**src/rtl/rsas_pkg.sv**
```systemverilog
`default_nettype none
package rsas_pkg;

  localparam int DEPTH   = 1024;
  localparam int ADDR_W  = $clog2(DEPTH);
  localparam int LEN_W   = ADDR_W + 1;
  localparam int BND_W   = ADDR_W + 2;
  localparam int VALUE_W = 32;

  typedef enum logic {
    CMD_LOAD   = 1'b0,
    CMD_SEARCH = 1'b1
  } rsas_cmd_t;

  typedef struct packed {
    rsas_cmd_t                  cmd;
    logic [ADDR_W-1:0]          entry_index;
    logic signed [VALUE_W-1:0]  entry_value;
    logic signed [VALUE_W-1:0]  target_value;
  } rsas_in_t;

  typedef struct packed {
    logic              found;
    logic [ADDR_W-1:0] position;
  } rsas_out_t;

  typedef struct packed {
    logic              en_a;
    logic              en_b;
    logic [ADDR_W-1:0] addr_a;
    logic [ADDR_W-1:0] addr_b;
  } rsas_rd_req_t;

  typedef struct packed {
    logic                      en;
    logic [ADDR_W-1:0]         addr;
    logic signed [VALUE_W-1:0] data;
  } rsas_wr_req_t;

  typedef struct packed {
    logic hit;
    logic go_right;
  } rsas_step_t;

endpackage
`default_nettype wire

```
**src/rtl/rsas_step.sv**
```systemverilog
`default_nettype none
module rsas_step (
  input  wire logic signed [rsas_pkg::VALUE_W-1:0] v_lo,
  input  wire logic signed [rsas_pkg::VALUE_W-1:0] v_mid,
  input  wire logic signed [rsas_pkg::VALUE_W-1:0] v_hi,
  input  wire logic signed [rsas_pkg::VALUE_W-1:0] target,
  output rsas_pkg::rsas_step_t                     step
);

  logic left_sorted;
  logic in_left;
  logic in_right;

  always_comb begin
    left_sorted   = (v_lo <= v_mid);
    in_left       = (v_lo <= target) && (target <= v_mid);
    in_right      = (v_mid <= target) && (target <= v_hi);
    step.hit      = (v_mid == target);
    step.go_right = left_sorted ? !in_left : in_right;
  end

endmodule
`default_nettype wire

```
**src/rtl/rsas_ctrl.sv**
```systemverilog
`default_nettype none
module rsas_ctrl (
  input  wire logic                                clk,
  input  wire logic                                rst_n,
  input  wire logic                                cfg_we,
  input  wire logic [rsas_pkg::LEN_W-1:0]          cfg_wdata,
  input  wire logic                                in_valid,
  output logic                                     in_ready,
  input  wire rsas_pkg::rsas_in_t                  in_data,
  output logic                                     out_valid,
  input  wire logic                                out_ready,
  output rsas_pkg::rsas_out_t                      out_data,
  output rsas_pkg::rsas_wr_req_t                   wr,
  output rsas_pkg::rsas_rd_req_t                   rd,
  input  wire logic signed [rsas_pkg::VALUE_W-1:0] rd_data_a,
  input  wire logic signed [rsas_pkg::VALUE_W-1:0] rd_data_b
);

  typedef enum logic [2:0] {
    S_IDLE = 3'b001,
    S_HI   = 3'b010,
    S_DEC  = 3'b100
  } state_t;

  state_t state_r, state_nxt;
  logic [rsas_pkg::LEN_W-1:0]          len_r;
  logic signed [rsas_pkg::BND_W-1:0]   lo_r, lo_nxt;
  logic signed [rsas_pkg::BND_W-1:0]   hi_r, hi_nxt;
  logic signed [rsas_pkg::BND_W-1:0]   mid_r, mid_nxt;
  logic signed [rsas_pkg::VALUE_W-1:0] t_r, t_nxt;
  logic signed [rsas_pkg::VALUE_W-1:0] vl_r, vl_nxt;
  logic                                out_valid_r, out_valid_nxt;
  rsas_pkg::rsas_out_t                 out_data_r, out_data_nxt;

  logic                                accept;
  logic [rsas_pkg::LEN_W-1:0]          n_len;
  logic signed [rsas_pkg::BND_W-1:0]   hi0;
  logic signed [rsas_pkg::BND_W-1:0]   cand_lo, cand_hi;
  logic signed [rsas_pkg::BND_W:0]     mid_sum;
  rsas_pkg::rsas_step_t                step;

  rsas_step u_step (
    .v_lo   (vl_r),
    .v_mid  (rd_data_b),
    .v_hi   (rd_data_a),
    .target (t_r),
    .step   (step)
  );

  always_comb begin
    in_ready = (state_r == S_IDLE) && (!out_valid_r || out_ready);
    accept   = in_valid && in_ready;
    n_len    = (len_r > rsas_pkg::LEN_W'(rsas_pkg::DEPTH)) ?
               rsas_pkg::LEN_W'(rsas_pkg::DEPTH) : len_r;
    hi0      = rsas_pkg::BND_W'(n_len) - rsas_pkg::BND_W'(1);

    cand_lo = step.go_right ? (mid_r + rsas_pkg::BND_W'(1)) : lo_r;
    cand_hi = step.go_right ? hi_r : (mid_r - rsas_pkg::BND_W'(1));
    mid_sum = (rsas_pkg::BND_W+1)'(cand_lo) + (rsas_pkg::BND_W+1)'(cand_hi);

    state_nxt     = state_r;
    lo_nxt        = lo_r;
    hi_nxt        = hi_r;
    mid_nxt       = mid_r;
    t_nxt         = t_r;
    vl_nxt        = vl_r;
    out_valid_nxt = out_valid_r && !out_ready;
    out_data_nxt  = out_data_r;

    wr.en   = 1'b0;
    wr.addr = in_data.entry_index;
    wr.data = in_data.entry_value;
    rd      = '0;

    unique case (state_r)
      S_IDLE: begin
        if (accept) begin
          if (in_data.cmd == rsas_pkg::CMD_LOAD) begin
            wr.en = 1'b1;
          end else if (n_len == '0) begin
            out_valid_nxt = 1'b1;
            out_data_nxt  = '0;
          end else begin
            lo_nxt    = '0;
            hi_nxt    = hi0;
            mid_nxt   = hi0 >>> 1;
            t_nxt     = in_data.target_value;
            rd.en_a   = 1'b1;
            rd.en_b   = 1'b1;
            rd.addr_a = '0;
            rd.addr_b = mid_nxt[rsas_pkg::ADDR_W-1:0];
            state_nxt = S_HI;
          end
        end
      end
      S_HI: begin
        vl_nxt    = rd_data_a;
        rd.en_a   = 1'b1;
        rd.addr_a = hi_r[rsas_pkg::ADDR_W-1:0];
        state_nxt = S_DEC;
      end
      S_DEC: begin
        if (step.hit) begin
          out_valid_nxt         = 1'b1;
          out_data_nxt.found    = 1'b1;
          out_data_nxt.position = mid_r[rsas_pkg::ADDR_W-1:0];
          state_nxt             = S_IDLE;
        end else if (cand_lo <= cand_hi) begin
          lo_nxt    = cand_lo;
          hi_nxt    = cand_hi;
          mid_nxt   = rsas_pkg::BND_W'(mid_sum >>> 1);
          rd.en_a   = 1'b1;
          rd.en_b   = 1'b1;
          rd.addr_a = cand_lo[rsas_pkg::ADDR_W-1:0];
          rd.addr_b = mid_nxt[rsas_pkg::ADDR_W-1:0];
          state_nxt = S_HI;
        end else begin
          out_valid_nxt = 1'b1;
          out_data_nxt  = '0;
          state_nxt     = S_IDLE;
        end
      end
      default: begin
        state_nxt = S_IDLE;
      end
    endcase
  end

  always_ff @(posedge clk) begin
    if (!rst_n) begin
      state_r     <= S_IDLE;
      len_r       <= '0;
      out_valid_r <= 1'b0;
    end else begin
      state_r     <= state_nxt;
      out_valid_r <= out_valid_nxt;
      if (cfg_we) begin
        len_r <= cfg_wdata;
      end
    end
  end

  always_ff @(posedge clk) begin
    lo_r       <= lo_nxt;
    hi_r       <= hi_nxt;
    mid_r      <= mid_nxt;
    t_r        <= t_nxt;
    vl_r       <= vl_nxt;
    out_data_r <= out_data_nxt;
  end

  assign out_valid = out_valid_r;
  assign out_data  = out_data_r;

endmodule
`default_nettype wire

```
**config.mk**
```make
export PLATFORM = sky130hd
export DESIGN_NAME = rsas_ctrl
export DESIGN_NICKNAME = d
export VERILOG_FILES = /design/src/rtl/rsas_pkg.sv /design/src/rtl/rsas_step.sv /design/src/rtl/rsas_ctrl.sv
export SDC_FILE = /design/constraint.sdc
export NUM_CORES = 1
export LEC_CHECK = 0
export ABC_AREA = 1
export BUFFER_PORTS_ARGS = -buffer_cell sky130_fd_sc_hd__buf_2
export CAP_MARGIN = 20
export CORE_MARGIN = 5
export CORE_UTILIZATION = 36
export CTS_CLUSTER_DIAMETER = 200
export DETAILED_ROUTE_END_ITERATION = 10
export PLACE_DENSITY = 0.57
export SYNTH_ARGS = -nofsm -noshare
export SYNTH_HDL_FRONTEND = slang
export SYNTH_SLANG_ARGS = --single-unit
```
**constraint.sdc**
```tcl
create_clock -name clk -period 5.9 [get_ports clk]
set_input_delay 0.59 -clock clk [delete_from_list [all_inputs] [get_ports clk]]
set_output_delay 0.59 -clock clk [all_outputs]
set_load 0.03 [all_outputs]
```
==> out/summary.txt <==
Synth Area in Simple Gates -> 19.1%
Max FO, Critical Path -> 7
clock slew at the register clock pins of the worst setup and hold paths -> 0.06 ns
r2r startpoint -> t_r[25]
Yosys cell types -> 40
share of cells above drive strength 1 -> 23.1%
Worst setup SP type -> flip-flop
P_leak -> 5.97 nW
# fillers -> 2,831
syn_area_per_cell -> 8.22 sq um
latest clock arrival within the worst-skew pair -> 0.44 ns
worst reg2reg path depth -> 26
wire length per cell -> 15.2 um
Syn Inst Count -> 1,215
outcome -> complete, no violations
CP startpoint -> t_r[25]
vias in the first global route -> 8,120
worst hold path type -> in2reg
Final Max Tran Viols -> 0
top_reg_cell synth -> edfxtp_1
register area -> 3630 sq um
Vias -> 8,407
max cap viols -> 0
Max VDD drop -> 0.406 mV
Synth area leaders -> edfxtp_1 (33%), ha_1 (20%), nand2_1 (8.8%), inv_1 (7.9%), nor2_1 (4.6%)
Reg-to-Reg End -> hi_r[2]
first-pass GRT wire length -> 41,200 um
Initial Utilization -> 36.2%
core box area -> 27,600 sq um
RSZ-0062 raised after global routing -> yes
overall power -> 5.16 mW
H-tree Lvls -> 4
die height -> 177 um
Worst EP arrival -> 5.05 ns
Power Density -> 427 nW/um^2
antenna viol nets, final -> 0
root buf cell -> clkbuf_16
Crit Path Class -> reg2out
final setup vio count -> 0
Buffers on Ports -> 148
design area -> 12,100 sq um
CP max-delay cell -> edfxtp_1
Final Wtd Congestion -> 0.892
initial antenna violation count -> 0
final hold vios -> 0
die area -> 31,200 sq um
area leader, netlist -> edfxtp_1
Max transition margin -> 56.7%
dpl cell area -> 11,000 sq um
post-synthesis compound-gate area fraction -> 11.2%
crit share post-route -> 95.5%
Multi-input gate area -> 5490 sq um
CTS max path bufs -> 2
Detailed Route WL -> 26,800 um
commonest non-fill, non-tap cell in the layout -> nand2_1
mux cell area share after synthesis -> 0%
Setup TNS -> 0 ns
Peak Freq -> 177 MHz
most frequent cells in the layout -> nand2_1 (225), inv_1 (202), ha_1 (148)
register area share after synthesis -> 36.4%
GRT overflow -> 0
fraction of registers with async set or reset after synthesis -> 0%
I/O pins -> 233
Sinks on Clock Net -> 126
row count -> 61
GRT Resource Usage Total -> 16.8%
DIE WIDTH -> 177 um
DR vias/cell -> 4.78
TritonCTS Buffers -> 17
flops & latches, synth -> 126
slew of the pin with the lowest slew margin -> 0.649 ns
largest family of logic cells by synthesized area -> adder cells
crit-path most repeated cell -> nor2_1
synth warn -> 0
Post-Syn Nets -> 1,527
Post-DP HPWL -> 20,800 um
synth-to-layout area growth -> 20.9%
Critical Path Sink -> rd[9]
Layout Nets -> 1,680
TritonCTS clock tree -> done
Post-synth EDFFs -> 111
# diodes -> 0
clk_skew -> 0.0216 ns
DRC -> 0
Synth Area in Adders -> 19.7%
share of the synthesized area in the top cell type -> 33.4%
Synth Cell Area -> 9990 sq um
pin count of the biggest net entering global routing -> 43
CP Capture Type -> primary output
xor/xnor share of the synthesized area -> 1.58%
Reg2Reg Setup Slack -> 1.01 ns
DRT iter0 DRCs -> 549
Pre-antenna DRT Iters -> 5
Worst EP required -> 5.31 ns
minimum clock period after layout -> 5.64 ns
Crit path largest cell delay -> 0.48 ns
-- worst min path at each step --
stage	start	to	slack (ns)	cells after the start
after floorplan	len_r[5]	len_r[5]	0.47	2
after global placement	len_r[5]	len_r[5]	0.49	2
after detailed placement	len_r[5]	len_r[5]	0.50	2
after CTS	in_data[2]	t_r[2]	0.31	1
after global routing	in_data[6]	t_r[6]	0.31	1
final	in_data[24]	t_r[24]	0.33	1
-- metal layers --
| layer | share of wire, % | vias up | GRT usage (%) |
|---|---|---|---|
| met1 | 45 | 3892 | 21.5 |
| met5 | 0 | - | 0 |
| li1 | - | 4280 | - |
| met3 | 5.2 | 27 | 3.51 |
| met4 | 1.4 | 0 | 4.32 |
| met2 | 48 | 208 | 28.9 |
-- report_power, final --
| group | switching, mW | leakage (nW) | internal (mW) |
|---|---|---|---|
| Clock | 0.446 | 0.276 | 0.585 |
| Sequential | 0.146 | 1.16 | 1.29 |
| Combinational | 1.72 | 4.53 | 0.969 |
-- worst max-delay path, delay by kind of cell (launching register included) --
family,cells,cell delay [ns]
and+or+nand+nor,21,2.04
AOI/OAI and AO/OA,6,0.83
buffers and inverters,6,0.58
DFF,1,0.48
adders and majority gates,3,0.69
-- area by class of cell --
type	instances	share of cell area [%]
clock buffers	17	3.52
clock inverters	15	1.14
inverters	214	6.71
multi-input cells	819	45.4
flip-flops and latches	126	30.1
well taps	378	3.92
repair buffers	190	9.18
-- sequential cells by signal, summed over array words and instances (netlist names) --
name	cells
hi_r	12
vl_r	32
out_data	11
out_valid	1
mid_r	12
state_r	3
t_r	32
len_r	11
lo_r	12
-- through the flow --
step	hold slack (ns)	utilization, %	setup slack [ns]	cells
2_1_floorplan	0.469	-	0.691	1215
3_3_place_gp	0.488	39.8	-0.0395	1707
3_5_place_dp	0.499	39.8	-0.0835	1707
4_1_cts	0.314	42.0	-0.00635	1740
5_1_grt	0.315	43.7	-0.0897	1759
6_report	0.329	43.7	0.263	1759
-- timing repair --
action,4_1_cts,5_1_grt
resized for setup,8,84
buffers inserted,1,17
pin swaps,0,35
hold buffers,0,0
endpoints found under the setup margin,19,22
cloned,0,2
-- cells in the mapped netlist (3+ instances only) --
cell type / n
nand2_1: 234
edfxtp_1: 111
o21ai_0: 70
dfxtp_1: 15
o21ai_2: 14
xnor2_1: 3
a21oi_1: 78
clkinv_1: 3
buf_4: 42
inv_1: 209
nand3_1: 36
nand4_1: 17
clkbuf_1: 12
buf_6: 3
ha_1: 156
o22ai_2: 6
o21ai_1: 3
nand2_2: 11
o21a_1: 9
xor2_1: 15
nand3_2: 3
or2_2: 7
nor3_1: 10
a21o_1: 5
nor2_1: 122
-- cell families after synthesis --
family	Yosys count
simple gates	450
xor+xnor	18
compound gates	193
flops	126
buf+inv	271
fa+ha+maj	157
(Power assumes the default switching activity.)
